**config.mk**
```make
export PLATFORM = sky130hd
export DESIGN_NAME = delta_list_timer_queue
export DESIGN_NICKNAME = d
export VERILOG_FILES = /design/src/rtl/core/dltq_pkg.sv /design/src/rtl/core/dltq_sat_add.sv /design/src/rtl/core/dltq_seq.sv /design/src/rtl/core/delta_list_timer_queue.sv
export SDC_FILE = /design/constraint.sdc
export NUM_CORES = 2
export LEC_CHECK = 0
export ABC_AREA = 0
export BUFFER_PORTS_ARGS = -buffer_cell sky130_fd_sc_hd__buf_2
export CORE_AREA = 2 2 326 263
export CTS_CLUSTER_SIZE = 24
export DETAILED_ROUTE_END_ITERATION = 8
export DIE_AREA = 0 0 328 265
export GPL_ROUTABILITY_DRIVEN = 0
export PLACE_DENSITY = 0.71
export REMOVE_ABC_BUFFERS = 1
export SYNTH_ARGS = -nofsm -noshare
export SYNTH_HDL_FRONTEND = slang
export SYNTH_SLANG_ARGS = --single-unit
```
**constraint.sdc**
```tcl
create_clock -name clk -period 12.2 [get_ports clk]
set_clock_uncertainty 0.1 [all_clocks]
set_input_delay 1.83 -clock clk [delete_from_list [all_inputs] [get_ports clk]]
set_output_delay 1.83 -clock clk [all_outputs]
set_load 0.05 [all_outputs]
```
**src/rtl/core/dltq_pkg.sv**
```systemverilog
// Shared types and constants for the delta list timer queue.
// No dependencies; every other file in rtl/core refers to this package by scoped name.
`default_nettype none

package dltq_pkg;

  localparam int IDX_W      = 4;
  localparam int NUM_TIMERS = 1 << IDX_W;
  localparam int CNT_W      = IDX_W + 1;
  localparam int MAX_RESULTS = 16;
  localparam int DELTA_W    = 32;
  localparam int DELAY_W    = 31;
  localparam int PERIOD_W   = 16;
  localparam int TIME_W     = 32;
  // Wide enough for a running sum of NUM_TIMERS deltas plus a new delay.
  localparam int ACC_W      = DELTA_W + IDX_W + 1;

  localparam logic [PERIOD_W-1:0] PERIOD_RESET = 16'd1000;

  typedef logic signed [ACC_W-1:0]   acc_t;
  typedef logic signed [DELTA_W-1:0] delta_t;

  typedef enum logic [1:0] {
    OP_TICK   = 2'd0,
    OP_CREATE = 2'd1,
    OP_CANCEL = 2'd2,
    OP_POLL   = 2'd3
  } op_t;

  typedef enum logic [1:0] {
    ST_OK          = 2'd0,
    ST_FULL        = 2'd1,
    ST_NOT_RUNNING = 2'd2
  } status_t;

  typedef enum logic [2:0] {
    S_IDLE,
    S_TICK,
    S_LOAD,
    S_REMOVE,
    S_WALK,
    S_LINK,
    S_SPLIT,
    S_APPEND
  } state_t;

  typedef struct packed {
    status_t             status;
    logic [IDX_W-1:0]    new_handle;
    logic                expired_valid;
    logic [IDX_W-1:0]    expired_handle;
    logic [TIME_W-1:0]   free_count;
    logic                last;
  } res_t;

endpackage

`default_nettype wire

```
**src/rtl/core/dltq_sat_add.sv**
```systemverilog
// Shared adder of the timer queue: one wide signed add with saturation to 32 bits.
// Depends on dltq_pkg for the accumulator type.
`default_nettype none

module dltq_sat_add (
  input  wire dltq_pkg::acc_t   a,
  input  wire dltq_pkg::acc_t   b,
  output dltq_pkg::acc_t        sum,
  output dltq_pkg::delta_t      sat
);

  localparam dltq_pkg::acc_t ACC_MAX =
    {{(dltq_pkg::ACC_W-dltq_pkg::DELTA_W+1){1'b0}}, {(dltq_pkg::DELTA_W-1){1'b1}}};
  localparam dltq_pkg::acc_t ACC_MIN =
    {{(dltq_pkg::ACC_W-dltq_pkg::DELTA_W+1){1'b1}}, {(dltq_pkg::DELTA_W-1){1'b0}}};

  assign sum = a + b;

  // Clamp to the signed 32-bit range.
  always_comb begin
    if (sum > ACC_MAX) begin
      sat = ACC_MAX[dltq_pkg::DELTA_W-1:0];
    end else if (sum < ACC_MIN) begin
      sat = ACC_MIN[dltq_pkg::DELTA_W-1:0];
    end else begin
      sat = sum[dltq_pkg::DELTA_W-1:0];
    end
  end

endmodule

`default_nettype wire

```
**src/rtl/core/dltq_seq.sv**
```systemverilog
// Sequencer of the timer queue: entry stores, list pointers and the state machine
// that walks the delta list one entry per cycle. Depends on dltq_pkg and dltq_sat_add.
`default_nettype none

module dltq_seq (
  input  wire                              clk,
  input  wire                              rst,
  input  wire                              in_valid,
  output logic                             in_ready,
  input  wire  [1:0]                       op,
  input  wire  [dltq_pkg::DELAY_W-1:0]     delay_ms,
  input  wire  [dltq_pkg::IDX_W-1:0]       handle,
  input  wire  [dltq_pkg::PERIOD_W-1:0]    period,
  input  wire                              slot_free,
  output logic                             res_push,
  output dltq_pkg::res_t                   res
);

  localparam int IW = dltq_pkg::IDX_W;
  localparam int CW = dltq_pkg::CNT_W;
  localparam int AW = dltq_pkg::ACC_W;
  localparam int DW = dltq_pkg::DELTA_W;
  localparam logic [CW-1:0] LAST_K = CW'(dltq_pkg::MAX_RESULTS - 1);

  function automatic dltq_pkg::acc_t sext_delta(input dltq_pkg::delta_t v);
    return {{(AW-DW){v[DW-1]}}, v};
  endfunction

  // Entry stores
  dltq_pkg::delta_t delta_mem [dltq_pkg::NUM_TIMERS];
  logic [IW-1:0]    next_mem  [dltq_pkg::NUM_TIMERS];
  logic [IW-1:0]    prev_mem  [dltq_pkg::NUM_TIMERS];
  logic [dltq_pkg::NUM_TIMERS-1:0] running;

  // Control registers
  dltq_pkg::state_t state, state_next;
  logic [IW-1:0]    head, head_next;
  logic [IW-1:0]    tail, tail_next;
  logic [CW-1:0]    count, count_next;
  logic [dltq_pkg::TIME_W-1:0] time_counter, time_next;

  // Per-item working registers
  dltq_pkg::op_t    op_reg;
  logic [dltq_pkg::DELAY_W-1:0] t_reg;
  logic [IW-1:0]    e_reg, n_reg, p_reg, pos, nw;
  dltq_pkg::delta_t d_cur;
  dltq_pkg::acc_t   absum, prev_absum;
  logic [CW-1:0]    walk_i, k;
  logic             full;

  // Read port and shared unit
  logic [IW-1:0]    rd_addr;
  dltq_pkg::delta_t delta_rd;
  logic [IW-1:0]    next_rd, prev_rd;
  dltq_pkg::acc_t   unit_a, unit_b, unit_sum;
  dltq_pkg::delta_t unit_sat;
  dltq_pkg::acc_t   t_ext;

  // Write controls
  logic             delta_we, next_we, prev_we;
  logic [IW-1:0]    delta_wa, next_wa, prev_wa;
  logic [IW-1:0]    next_wd, prev_wd;
  logic             run_set, run_clr;
  logic [IW-1:0]    run_idx;

  logic             accept, load_ok, load_latch, walk_step, walk_hit, poll_more;
  logic             has_next, has_prev;
  logic [IW-1:0]    free_idx;

  assign accept   = in_valid && in_ready;
  assign delta_rd = delta_mem[rd_addr];
  assign next_rd  = next_mem[rd_addr];
  assign prev_rd  = prev_mem[rd_addr];
  assign t_ext    = {{(AW-dltq_pkg::DELAY_W){1'b0}}, t_reg};
  assign has_next = (e_reg != tail);
  assign has_prev = (e_reg != head);
  assign walk_hit = (t_ext < unit_sum);

  dltq_sat_add u_add (
    .a   (unit_a),
    .b   (unit_b),
    .sum (unit_sum),
    .sat (unit_sat)
  );

  // Lowest-numbered free entry
  always_comb begin
    free_idx = '0;
    for (int i = dltq_pkg::NUM_TIMERS - 1; i >= 0; i--) begin
      if (!running[i]) begin
        free_idx = IW'(i);
      end
    end
  end

  always_comb begin
    load_ok = (op_reg == dltq_pkg::OP_CANCEL) ? running[e_reg]
                                              : ((count != '0) && (delta_rd <= 0));
    poll_more = (op_reg == dltq_pkg::OP_POLL) && has_next && (unit_sat <= 0) &&
                (k != LAST_K);
  end

  // Next state
  always_comb begin
    state_next = state;
    unique case (state)
      dltq_pkg::S_IDLE: begin
        if (in_valid) begin
          unique case (dltq_pkg::op_t'(op))
            dltq_pkg::OP_TICK:   state_next = dltq_pkg::S_TICK;
            dltq_pkg::OP_CREATE: state_next = dltq_pkg::S_WALK;
            dltq_pkg::OP_CANCEL,
            dltq_pkg::OP_POLL:   state_next = dltq_pkg::S_LOAD;
            default:             state_next = dltq_pkg::S_IDLE;
          endcase
        end
      end
      dltq_pkg::S_TICK: begin
        if (slot_free) state_next = dltq_pkg::S_IDLE;
      end
      dltq_pkg::S_LOAD: begin
        if (load_ok) begin
          state_next = dltq_pkg::S_REMOVE;
        end else if (slot_free) begin
          state_next = dltq_pkg::S_IDLE;
        end
      end
      dltq_pkg::S_REMOVE: begin
        if (slot_free) state_next = poll_more ? dltq_pkg::S_LOAD : dltq_pkg::S_IDLE;
      end
      dltq_pkg::S_WALK: begin
        if (full) begin
          if (slot_free) state_next = dltq_pkg::S_IDLE;
        end else if (walk_i == count) begin
          state_next = dltq_pkg::S_APPEND;
        end else if (walk_hit) begin
          state_next = dltq_pkg::S_LINK;
        end
      end
      dltq_pkg::S_LINK:   state_next = dltq_pkg::S_SPLIT;
      dltq_pkg::S_SPLIT,
      dltq_pkg::S_APPEND: begin
        if (slot_free) state_next = dltq_pkg::S_IDLE;
      end
      default: state_next = dltq_pkg::S_IDLE;
    endcase
  end

  // Datapath controls and result word
  always_comb begin
    in_ready   = 1'b0;
    rd_addr    = e_reg;
    unit_a     = sext_delta(delta_rd);
    unit_b     = sext_delta(d_cur);
    delta_we   = 1'b0;
    delta_wa   = e_reg;
    next_we    = 1'b0;
    next_wa    = e_reg;
    next_wd    = e_reg;
    prev_we    = 1'b0;
    prev_wa    = e_reg;
    prev_wd    = e_reg;
    run_set    = 1'b0;
    run_clr    = 1'b0;
    run_idx    = e_reg;
    head_next  = head;
    tail_next  = tail;
    count_next = count;
    time_next  = time_counter;
    load_latch = 1'b0;
    walk_step  = 1'b0;
    res_push   = 1'b0;
    res.status         = dltq_pkg::ST_OK;
    res.new_handle     = '0;
    res.expired_valid  = 1'b0;
    res.expired_handle = '0;
    res.free_count     = time_counter;
    res.last           = 1'b1;

    unique case (state)
      dltq_pkg::S_IDLE: begin
        in_ready = 1'b1;
      end
      dltq_pkg::S_TICK: begin
        rd_addr  = head;
        unit_b   = -{{(AW-dltq_pkg::PERIOD_W){1'b0}}, period};
        delta_wa = head;
        res.free_count = time_counter + {{(dltq_pkg::TIME_W-dltq_pkg::PERIOD_W){1'b0}}, period};
        if (slot_free) begin
          delta_we  = (count != '0);
          time_next = res.free_count;
          res_push  = 1'b1;
        end
      end
      dltq_pkg::S_LOAD: begin
        rd_addr = e_reg;
        if (load_ok) begin
          load_latch = 1'b1;
        end else begin
          res_push = slot_free;
          if (op_reg == dltq_pkg::OP_CANCEL) res.status = dltq_pkg::ST_NOT_RUNNING;
        end
      end
      dltq_pkg::S_REMOVE: begin
        // Fold the leaving entry's delta into its successor and unlink it.
        rd_addr  = n_reg;
        delta_wa = n_reg;
        next_wa  = p_reg;
        next_wd  = n_reg;
        prev_wa  = n_reg;
        prev_wd  = p_reg;
        if (op_reg == dltq_pkg::OP_POLL) begin
          res.expired_valid  = 1'b1;
          res.expired_handle = e_reg;
          res.last           = !poll_more;
        end
        if (slot_free) begin
          delta_we = has_next;
          if (has_prev && has_next) begin
            next_we = 1'b1;
            prev_we = 1'b1;
          end else if (has_next) begin
            head_next = n_reg;
          end else if (has_prev) begin
            tail_next = p_reg;
          end
          run_clr    = 1'b1;
          count_next = count - 1'b1;
          res_push   = 1'b1;
        end
      end
      dltq_pkg::S_WALK: begin
        rd_addr = pos;
        unit_a  = absum;
        unit_b  = sext_delta(delta_rd);
        if (full) begin
          res.status = dltq_pkg::ST_FULL;
          res_push   = slot_free;
        end else if (walk_i != count) begin
          walk_step = 1'b1;
        end
      end
      dltq_pkg::S_LINK: begin
        // New entry goes in front of pos: its delta is measured from pos's predecessor.
        rd_addr  = pos;
        unit_a   = t_ext;
        unit_b   = -prev_absum;
        delta_we = 1'b1;
        delta_wa = nw;
        next_wa  = prev_rd;
        next_wd  = nw;
        prev_wa  = nw;
        prev_wd  = prev_rd;
        if (pos == head) begin
          head_next = nw;
        end else begin
          next_we = 1'b1;
          prev_we = 1'b1;
        end
      end
      dltq_pkg::S_SPLIT: begin
        unit_a         = absum;
        unit_b         = -t_ext;
        delta_wa       = pos;
        next_wa        = nw;
        next_wd        = pos;
        prev_wa        = pos;
        prev_wd        = nw;
        run_idx        = nw;
        res.new_handle = nw;
        if (slot_free) begin
          delta_we   = 1'b1;
          next_we    = 1'b1;
          prev_we    = 1'b1;
          run_set    = 1'b1;
          count_next = count + 1'b1;
          res_push   = 1'b1;
        end
      end
      dltq_pkg::S_APPEND: begin
        unit_a         = t_ext;
        unit_b         = -absum;
        delta_wa       = nw;
        next_wa        = tail;
        next_wd        = nw;
        prev_wa        = nw;
        prev_wd        = tail;
        run_idx        = nw;
        res.new_handle = nw;
        if (slot_free) begin
          delta_we = 1'b1;
          if (count == '0) begin
            head_next = nw;
          end else begin
            next_we = 1'b1;
            prev_we = 1'b1;
          end
          tail_next  = nw;
          run_set    = 1'b1;
          count_next = count + 1'b1;
          res_push   = 1'b1;
        end
      end
      default: begin
        in_ready = 1'b0;
      end
    endcase
  end

  always_ff @(posedge clk) begin
    if (rst) begin
      state        <= dltq_pkg::S_IDLE;
      head         <= '0;
      tail         <= '0;
      count        <= '0;
      time_counter <= '0;
      running      <= '0;
    end else begin
      state        <= state_next;
      head         <= head_next;
      tail         <= tail_next;
      count        <= count_next;
      time_counter <= time_next;
      if (run_set) running[run_idx] <= 1'b1;
      if (run_clr) running[run_idx] <= 1'b0;
    end
  end

  always_ff @(posedge clk) begin
    if (delta_we) delta_mem[delta_wa] <= unit_sat;
    if (next_we)  next_mem[next_wa]   <= next_wd;
    if (prev_we)  prev_mem[prev_wa]   <= prev_wd;
  end

  always_ff @(posedge clk) begin
    if (accept) begin
      op_reg <= dltq_pkg::op_t'(op);
      t_reg  <= delay_ms;
      e_reg  <= (dltq_pkg::op_t'(op) == dltq_pkg::OP_POLL) ? head : handle;
      k      <= '0;
      absum  <= '0;
      pos    <= head;
      walk_i <= '0;
      nw     <= free_idx;
      full   <= &running;
    end
    if (load_latch) begin
      d_cur <= delta_rd;
      n_reg <= next_rd;
      p_reg <= prev_rd;
    end
    if (state == dltq_pkg::S_REMOVE && slot_free && poll_more) begin
      e_reg <= n_reg;
      k     <= k + 1'b1;
    end
    if (walk_step) begin
      prev_absum <= absum;
      absum      <= unit_sum;
      if (!walk_hit) begin
        pos    <= next_rd;
        walk_i <= walk_i + 1'b1;
      end
    end
  end

  a_count_matches: assert property (@(posedge clk) disable iff (rst)
    count == CW'($countones(running)))
    else $error("running count out of step with running flags");

  a_remove_running: assert property (@(posedge clk) disable iff (rst)
    state == dltq_pkg::S_REMOVE |-> running[e_reg])
    else $error("removing an entry that is not running");

  a_walk_bound: assert property (@(posedge clk) disable iff (rst)
    (state == dltq_pkg::S_WALK && !full) |-> (walk_i <= count))
    else $error("list walk ran past the running entries");

  a_create_free: assert property (@(posedge clk) disable iff (rst)
    run_set |-> !running[run_idx])
    else $error("create allocated an entry already running");

endmodule

`default_nettype wire

```
**src/rtl/core/delta_list_timer_queue.sv**
```systemverilog
// Top level of the delta list timer queue: configuration register, output register
// and the sequencer. Depends on dltq_pkg and dltq_seq.
`default_nettype none

// The block keeps up to 16 timers in a sorted delta list and takes one command word
// at a time on the input channel: tick, create, cancel or poll. in_ready is high only
// while the sequencer is idle; after a word is accepted the block works on it alone.
// The sequencer steps through its states per word: tick, TICK; cancel, LOAD and
// REMOVE (LOAD alone when the handle is not running); create, WALK over the running
// entries up to the first one due after the new deadline, then LINK and SPLIT, or
// APPEND when it goes at the tail, or WALK alone when the pool is full; poll, LOAD
// alone when nothing has expired, else LOAD and REMOVE per expired entry, up to 16.
// The list walk visits one entry a cycle through a single read port on the entry
// stores and one shared saturating adder. Each word gives one result word, except a
// poll that expires entries, which gives one result per expired entry with last on
// the final one. A result waits in the output register while the next command word
// is accepted; the sequencer holds each step that pushes a result while that
// register is still occupied. clock_period is written over the configuration
// channel, which is always ready; write it only while the block is idle. There is
// no clearing pass after reset: the delta and link stores are only read for running
// entries.
module delta_list_timer_queue (
  input  wire         clk,
  input  wire         rst,

  input  wire         in_valid,
  output logic        in_ready,
  input  wire  [1:0]  op,
  input  wire  [30:0] delay_ms,
  input  wire  [3:0]  handle,

  output logic        out_valid,
  input  wire         out_ready,
  output logic [1:0]  status,
  output logic [3:0]  new_handle,
  output logic        expired_valid,
  output logic [3:0]  expired_handle,
  output logic [31:0] free_count,
  output logic        last,

  input  wire         cfg_valid,
  output logic        cfg_ready,
  input  wire  [15:0] cfg_data
);

  logic [dltq_pkg::PERIOD_W-1:0] clock_period;
  logic                          slot_free;
  logic                          res_push;
  dltq_pkg::res_t                res;
  dltq_pkg::res_t                out_reg;

  // The output register is free when empty or when its word leaves this cycle.
  assign slot_free = !out_valid || out_ready;
  assign cfg_ready = 1'b1;

  dltq_seq u_seq (
    .clk       (clk),
    .rst       (rst),
    .in_valid  (in_valid),
    .in_ready  (in_ready),
    .op        (op),
    .delay_ms  (delay_ms),
    .handle    (handle),
    .period    (clock_period),
    .slot_free (slot_free),
    .res_push  (res_push),
    .res       (res)
  );

  // Hold the configuration register; reset to the default period.
  always_ff @(posedge clk) begin
    if (rst) begin
      clock_period <= dltq_pkg::PERIOD_RESET;
    end else if (cfg_valid && cfg_ready) begin
      clock_period <= cfg_data;
    end
  end

  // Output register: load on push, drop the valid flag once the word is taken.
  always_ff @(posedge clk) begin
    if (rst) begin
      out_valid <= 1'b0;
    end else if (res_push) begin
      out_valid <= 1'b1;
    end else if (out_ready) begin
      out_valid <= 1'b0;
    end
  end

  always_ff @(posedge clk) begin
    if (res_push) out_reg <= res;
  end

  assign status         = out_reg.status;
  assign new_handle     = out_reg.new_handle;
  assign expired_valid  = out_reg.expired_valid;
  assign expired_handle = out_reg.expired_handle;
  assign free_count     = out_reg.free_count;
  assign last           = out_reg.last;

  a_busy_after_accept: assert property (@(posedge clk) disable iff (rst)
    (in_valid && in_ready) |=> !in_ready)
    else $error("command accepted while previous one still in work");

  a_out_hold: assert property (@(posedge clk) disable iff (rst)
    (out_valid && !out_ready) |=> (out_valid && $stable(out_reg)))
    else $error("result word changed while waiting");

  a_push_needs_slot: assert property (@(posedge clk) disable iff (rst)
    res_push |-> slot_free)
    else $error("result pushed into an occupied output register");

endmodule

`default_nettype wire

```
### Word-level counts from Yosys, hierarchy flattened

Memory sizes are Yosys's and may differ from the RTL's.
Cells that the tools add are included.

* multiplexer cells: 104
* order comparisons: 8
* reduce and logical (&&, ||, !) cells: 39
* $add $sub $neg: 10
* equality and inequality tests: 29
* bitwise gates (word level): 3

Operators with widths (count)
* 37-bit case mux with 5 select lines: 1
* 4-bit 2-to-1 mux: 26
* 32-bit 2-to-1 mux: 3
* 37-bit 2-to-1 mux: 2
* 37-bit negator: 2
* 37-bit case mux with 2 select lines: 1
* 32-bit by 1-bit less-or-equal comparator with 1-bit output, second input constant: 2
* 16-bit 2-to-1 mux: 3
* 5-bit 2-to-1 mux: 8
* 37-bit adder: 1
* 37-bit by 32-bit > comparator with 1-bit output, second input constant: 1
* 32-bit by 37-bit < comparator with 1-bit output: 1
* 37-bit by 32-bit < comparator with 1-bit output, second input constant: 1
* 16-bit negator with 37-bit output: 1
* 31-bit negator with 37-bit output: 1
* 4-bit case mux with 3 select lines: 3
* 3-bit 2-to-1 mux: 11
* 32-bit by 16-bit adder with 32-bit output: 1
* 4-bit case mux with 4 select lines: 2
* 1-bit 2-to-1 mux: 29
* 3-bit case mux with 6 select lines: 1
* 16-bit bitwise AND: 1
* 16-bit inverter: 1
* 16-bit bitwise OR: 1
* 45 further kinds: 89

* bits in registers: 295
* bits of input ports: 58
* memories kept: 3
* RAM bits: 640
* output and inout port bits: 47
* logic and storage cells: 226

Memories
* u_seq.delta_mem: words 16, bits a word 32, read ports 1, clocked after Yosys merged registers in 0, wr ports 1, line dltq_seq.sv:30 `dltq_pkg::delta_t delta_mem [dltq_pkg::NUM_TIMERS];`
* u_seq.next_mem: words 16, bits a word 4, read ports 1, clocked after Yosys merged registers in 0, wr ports 1, line dltq_seq.sv:31 `logic [IW-1:0] next_mem [dltq_pkg::NUM_TIMERS];`
* u_seq.prev_mem: words 16, bits a word 4, read ports 1, clocked after Yosys merged registers in 0, wr ports 1, line dltq_seq.sv:32 `logic [IW-1:0] prev_mem [dltq_pkg::NUM_TIMERS];`

### Longest topological paths before layout

* word-level depth: 15
* mapped depth: 38
* depth with buffers taken out: 32

### By module

From an unflattened synthesis, not the netlist that was laid out.

* cells, all modules: 4102
* area, all modules: 46030.4 um^2

By module, submodules not included
* dltq_seq: cells an instance 3628, seq. area each 25514.5 um^2, times used 1, area each 41678.7 um^2
* dltq_sat_add: cells an instance 372, seq. area each 0.0 um^2, times used 1, area each 2383.5 um^2
* delta_list_timer_queue: cells an instance 102, seq. area each 1661.6 um^2, times used 1, area each 1968.1 um^2

### Worst setup path before layout

No wires, ideal clock.

* kind: register -> register
* start point: register u_seq.state[1]
* end point: register u_seq.walk_i[4]
* setup time: 117 ps
* buffers on the path: 5
* required time: 11983 ps
* setup slack: 4465 ps
* period minus slack after synthesis: 7735 ps
* data arrival time: 7518 ps
* cell stages (with the launch flop): 35
* path through: dfxtp_1 buf_2 mux2i_1 nand2_1 nand2_1 buf_2 buf_2 buf_2 buf_2 mux4_2 a21o_1 nor2_1 a21oi_1 a221oi_1 nor2_1 ha_1 a21oi_1 nand2_1 o21ai_1 o22ai_1 a211oi_1 a21oi_1 xnor2_1 ha_1 a21o_1 a21o_1 a21oi_1 nor2_1 a2111oi_0 o21ai_0 o22a_1 a21boi_4 nor2_2 mux2_4 a22o_1

* word-level cells in the longest chain between the ends: 9
* elaborated cells on any way between the ends: 22
* classes of those cells: 1 x add/sub; 1 x order compare; 6 x eq/ne; 8 x mux; 5 x reduce/logical; 1 x memory

Ends and longest elaborated chain
* from (decl): line dltq_seq.sv:36 `dltq_pkg::state_t state, state_next;`
* from (signal assigned): line dltq_seq.sv:312 `state <= dltq_pkg::S_IDLE;`
* from (signal assigned): line dltq_seq.sv:319 `state <= state_next;`
* 3-bit equality test: line dltq_seq.sv:180 `unique case (state)`
* 2-bit OR reduction (no line)
* 4-bit case mux with 3 select lines *: line dltq_seq.sv:180
* memory 16 x 32 bit *
* net u_seq.delta_rd[7]: line dltq_seq.sv:53 `dltq_pkg::delta_t delta_rd;`
* 37-bit case mux with 5 select lines or 37-bit case mux with 2 select lines (tied branches): line dltq_seq.sv:180
* 37-bit adder *: line dltq_sat_add.sv:17 `assign sum = a + b;`
* 32-bit by 37-bit < comparator with 1-bit output *: line dltq_seq.sv:77 `assign walk_hit = (t_ext < unit_sum);`
* 5-bit 2-to-1 mux *: line dltq_seq.sv:359 `if (!walk_hit) begin`
* 5-bit 2-to-1 mux *: line dltq_seq.sv:356 `if (walk_step) begin`
* to (signal assigned): line dltq_seq.sv:361 `walk_i <= walk_i + 1'b1;`
* to (decl): line dltq_seq.sv:48 `logic [CW-1:0] walk_i, k;`

Mark *: on every way through the listed nets, which the timed path passes. The rest lies on a longest branch.
A chain may end at the register's enable or synchronous reset.

### Worst setup path after layout

* start point: register u_seq.state[1]
* end point: memory u_seq.delta_mem[0][27] in the netlist's numbering (data pin)

* word-level cells in the longest chain between the ends: 9
* elaborated cells on any way between the ends: 18
* classes of those cells: 1 x add/sub; 2 x order compare; 6 x eq/ne; 5 x mux; 3 x reduce/logical; 1 x memory

Ends and longest elaborated chain
* 3-bit equality test: line dltq_seq.sv:180
* 2-bit OR reduction (no line)
* 4-bit case mux with 3 select lines *: line dltq_seq.sv:180
* memory 16 x 32 bit *
* net u_seq.delta_rd[1]: line dltq_seq.sv:53
* 37-bit case mux with 5 select lines or 37-bit case mux with 2 select lines (tied branches): line dltq_seq.sv:180
* 37-bit adder *: line dltq_sat_add.sv:17
* 37-bit by 32-bit < comparator with 1-bit output: line dltq_sat_add.sv:23 `end else if (sum < ACC_MIN) begin`
* 32-bit 2-to-1 mux: line dltq_sat_add.sv:23
* 32-bit 2-to-1 mux *: line dltq_sat_add.sv:21 `if (sum > ACC_MAX) begin`
* net u_seq.u_add.sat[27]: line dltq_sat_add.sv:9 `output dltq_pkg::delta_t sat`
* to (decl): line dltq_seq.sv:30

Marks and branches as above.

==> flow_summary.toml <==
[pwr]
ir_drop_v = 0.000134
powerDensity_mw_per_mm2 = 220
p_leak_uw = 0.0177
power_uw = 11200

[logic_synthesis]
syn_inst = 3996
synth_top_area_share_pct = 55.5
avgSynthCellArea_um2 = 11.4
yosys_most_used_dff = "edfxtp_1"
synth.distinct_cells = 83
synth_warnings = 0
netlist_area_mm2 = 0.0457
synth_seq_area_share_pct = 59.4
synth.top_cells.by_count = "edfxtp_1, nand2_1, nor2_1"
synth_edf_count = 845
synthArstFlopShare_pct = 0
synth_top_cell_by_area = "edfxtp_1"
ys_ff_latch = 935
synth.most_common_cell = "edfxtp_1"
synthTopCellsByArea = "edfxtp_1, nand2_1, dfxtp_1"

[clock_tree]
clock_path_buffers = 3
htree_levels = 3
cts_tree = "done"
clkLatencyLatePin_ns = 0.67
clkSlewWorstSetupHoldPaths_ns = 0.07
cts_setup_buffers = 0
hold_buffers = 0
cts_resized = 0
cts.sinks = 935
cts.root.buffer_cell = "clkbuf_16"
cts-buffers-inserted = 90

[routing]
postRouteAntennaNets = 0
wl_met1_um = 56100
drt-vias-per-instance = 6.54
routed_wl_um = 136000
drt-initial-drc-count = 5007
wl_per_cell_um = 25.9
met3_length_um = 16800
highest_layer = "met5"
dr_total_vias = 34400
drc = 0
wl_met2_um = 59100
dr.pass1.iters = 8

[global_routing]
grt_pass1_wl_um = 202000
antenna_found_initial = 6
grt_pass1_vias = 32000
grt_usage_pct = 30.8
grt_max_degree = 87
gr-total-overflow = 0

[critical_path]
end_kind = "register"
crit_type = "register to register"
arrival_ns = 9.95
r2r_start = "u_seq.state[1]"
crit_path_start_kind = "register"
worstPathRequired_ns = 12.31
reg2regPathDepth = 20
crit_path_max_fanout = 56
startpoint = "u_seq.state[1]"

[layout]
area_delta_synth_final_pct = 11.0
fin_nets = 4221
largest_register = "u_seq.delta_mem"
instances_no_fill = 5259
largest_reg_flops = 512
nFillCells = 6536
drive_gt1_share_pct = 11.7
reg_top3 = "u_seq.delta_mem: 512 flops, u_seq.next_mem: 64 flops, u_seq.prev_mem: 64 flops"

[hold_path]
min_path_cells = 2
min_path_type = "register to register"
hold_start = "u_seq.time_counter[0]"

[timing]
final_max_slew_viol_count = 0
hold_violations = 0
setup_violations = 0
setup_slack_ns = 2.36
worst_slew_pin_slew_ns = 1.42
hold_ws_ns = 0.379
min_period_over_period_pct = 80.7
fin_tns_setup_ns = 0
min_period_ns = 9.84
relSlewSlack_pct = 4.37
timing.fmax_mhz = 102
rsz0062_at_grt = "no"

[job]
drv_cap = 0

[placed_design]
io_buffers = 103
place_hpwl_um = 88800
numPlacedInstances = 5090
dp_worst_setup_slack_ns = 2.64

[die]
die_height_um = 265
start_util_pct = 54.7
fp-row-count = 95
core_mm2 = 0.0836
dieArea_mm2 = 0.0869
ioPinCount = 105
chipWidth_um = 328

[run_status]
status = "completed"
[path summary, 6_finish.rpt]
kind / to / slack, ns
hold reg to reg: u_seq.time_counter[0] / 0.38
hold / removal: u_seq.time_counter[0] / 0.38
setup / recovery: u_seq.delta_mem[0][27] / 2.36
setup reg to reg: u_seq.delta_mem[0][27] / 2.36
[per-stage QoR]
step           util [%]  cell area [um2]
2_1_floorplan         -            44800
3_3_place_gp       57.2            47800
3_5_place_dp       57.2            47800
4_1_cts            60.7            50800
5_1_grt            60.7            50800
6_report           60.7            50800
[cells by family (layout without fill, tap and decap cells)]
group,after synthesis,count (layout),share of synthesized area (%)
AO/OA/AOI/OAI,880,880,12.6
XOR/XNOR,191,191,3.69
adder cells (fa/ha/maj),96,96,2.68
buffers and inverters,296,443,2.49
flip-flops,935,935,59.4
multiplexers,174,174,4.75
other,1,2,0.00820
AND/OR/NAND/NOR,1423,1423,14.3
[where the power goes]
group	total, uW	switching, uW	internal [uW]
combinational	3790	2760	1030
clock	2790	1240	1550
sequential	4590	96.0	4490
total	11200	4090	7080
[layout by cell type (no fill, tap or decap), drive strengths merged, types with 41 or more instances in the layout]
cell,instances
a211oi,77
a21o,42
a21oi,227
a31oi,48
and3,91
buf,210
clkbuf,114
clkinv,41
dfxtp,90
edfxtp,845
ha,93
inv,70
mux2i,105
nand2,498
nand3,151
nor2,378
nor3,73
o21ai,185
xnor2,94
xor2,96
[per-layer routing]
layer | GRT usage [%] | vias to the layer above
met3 | 8.06 | 338
met5 | 0 | -
met1 | 44.8 | 16800
met2 | 45.1 | 2070
li1 | - | 15200
met4 | 9.74 | 6
[layout make-up]
| class | instances | area, um2 | area share [%] |
|---|---|---|---|
| well taps | 1115 | 1400 | 2.75 |
| repair buffers | 210 | 1330 | 2.62 |
| multi-input cells | 2765 | 17700 | 34.8 |
| diodes | 1 | 2.50 | 0.00493 |
| clock inverters | 54 | 448 | 0.882 |
| inverters | 65 | 244 | 0.481 |
| flip-flops and latches | 935 | 27200 | 53.6 |
| clock buffers | 114 | 2480 | 4.88 |
[critical path, stage by stage, from the launching register on]
cell and delay (ns):
dfxtp_2 0.68, mux2i_1 0.58, a211o_1 0.69, nand2_4 0.62, nor2_1 0.62, o21ai_0 0.24, nand4_1 0.49, mux2i_1 0.15
a221oi_1 0.39, inv_1 0.11, fa_1 0.44, nand2b_1 0.18, a21oi_1 0.29, o21ai_1 0.26, a211o_1 0.41, a21oi_1 0.36
o21bai_1 0.16, xnor2_1 0.18, nor4_1 0.68, nand2b_2 0.91, o21ai_1 0.71
(Power assumes the default switching activity.)
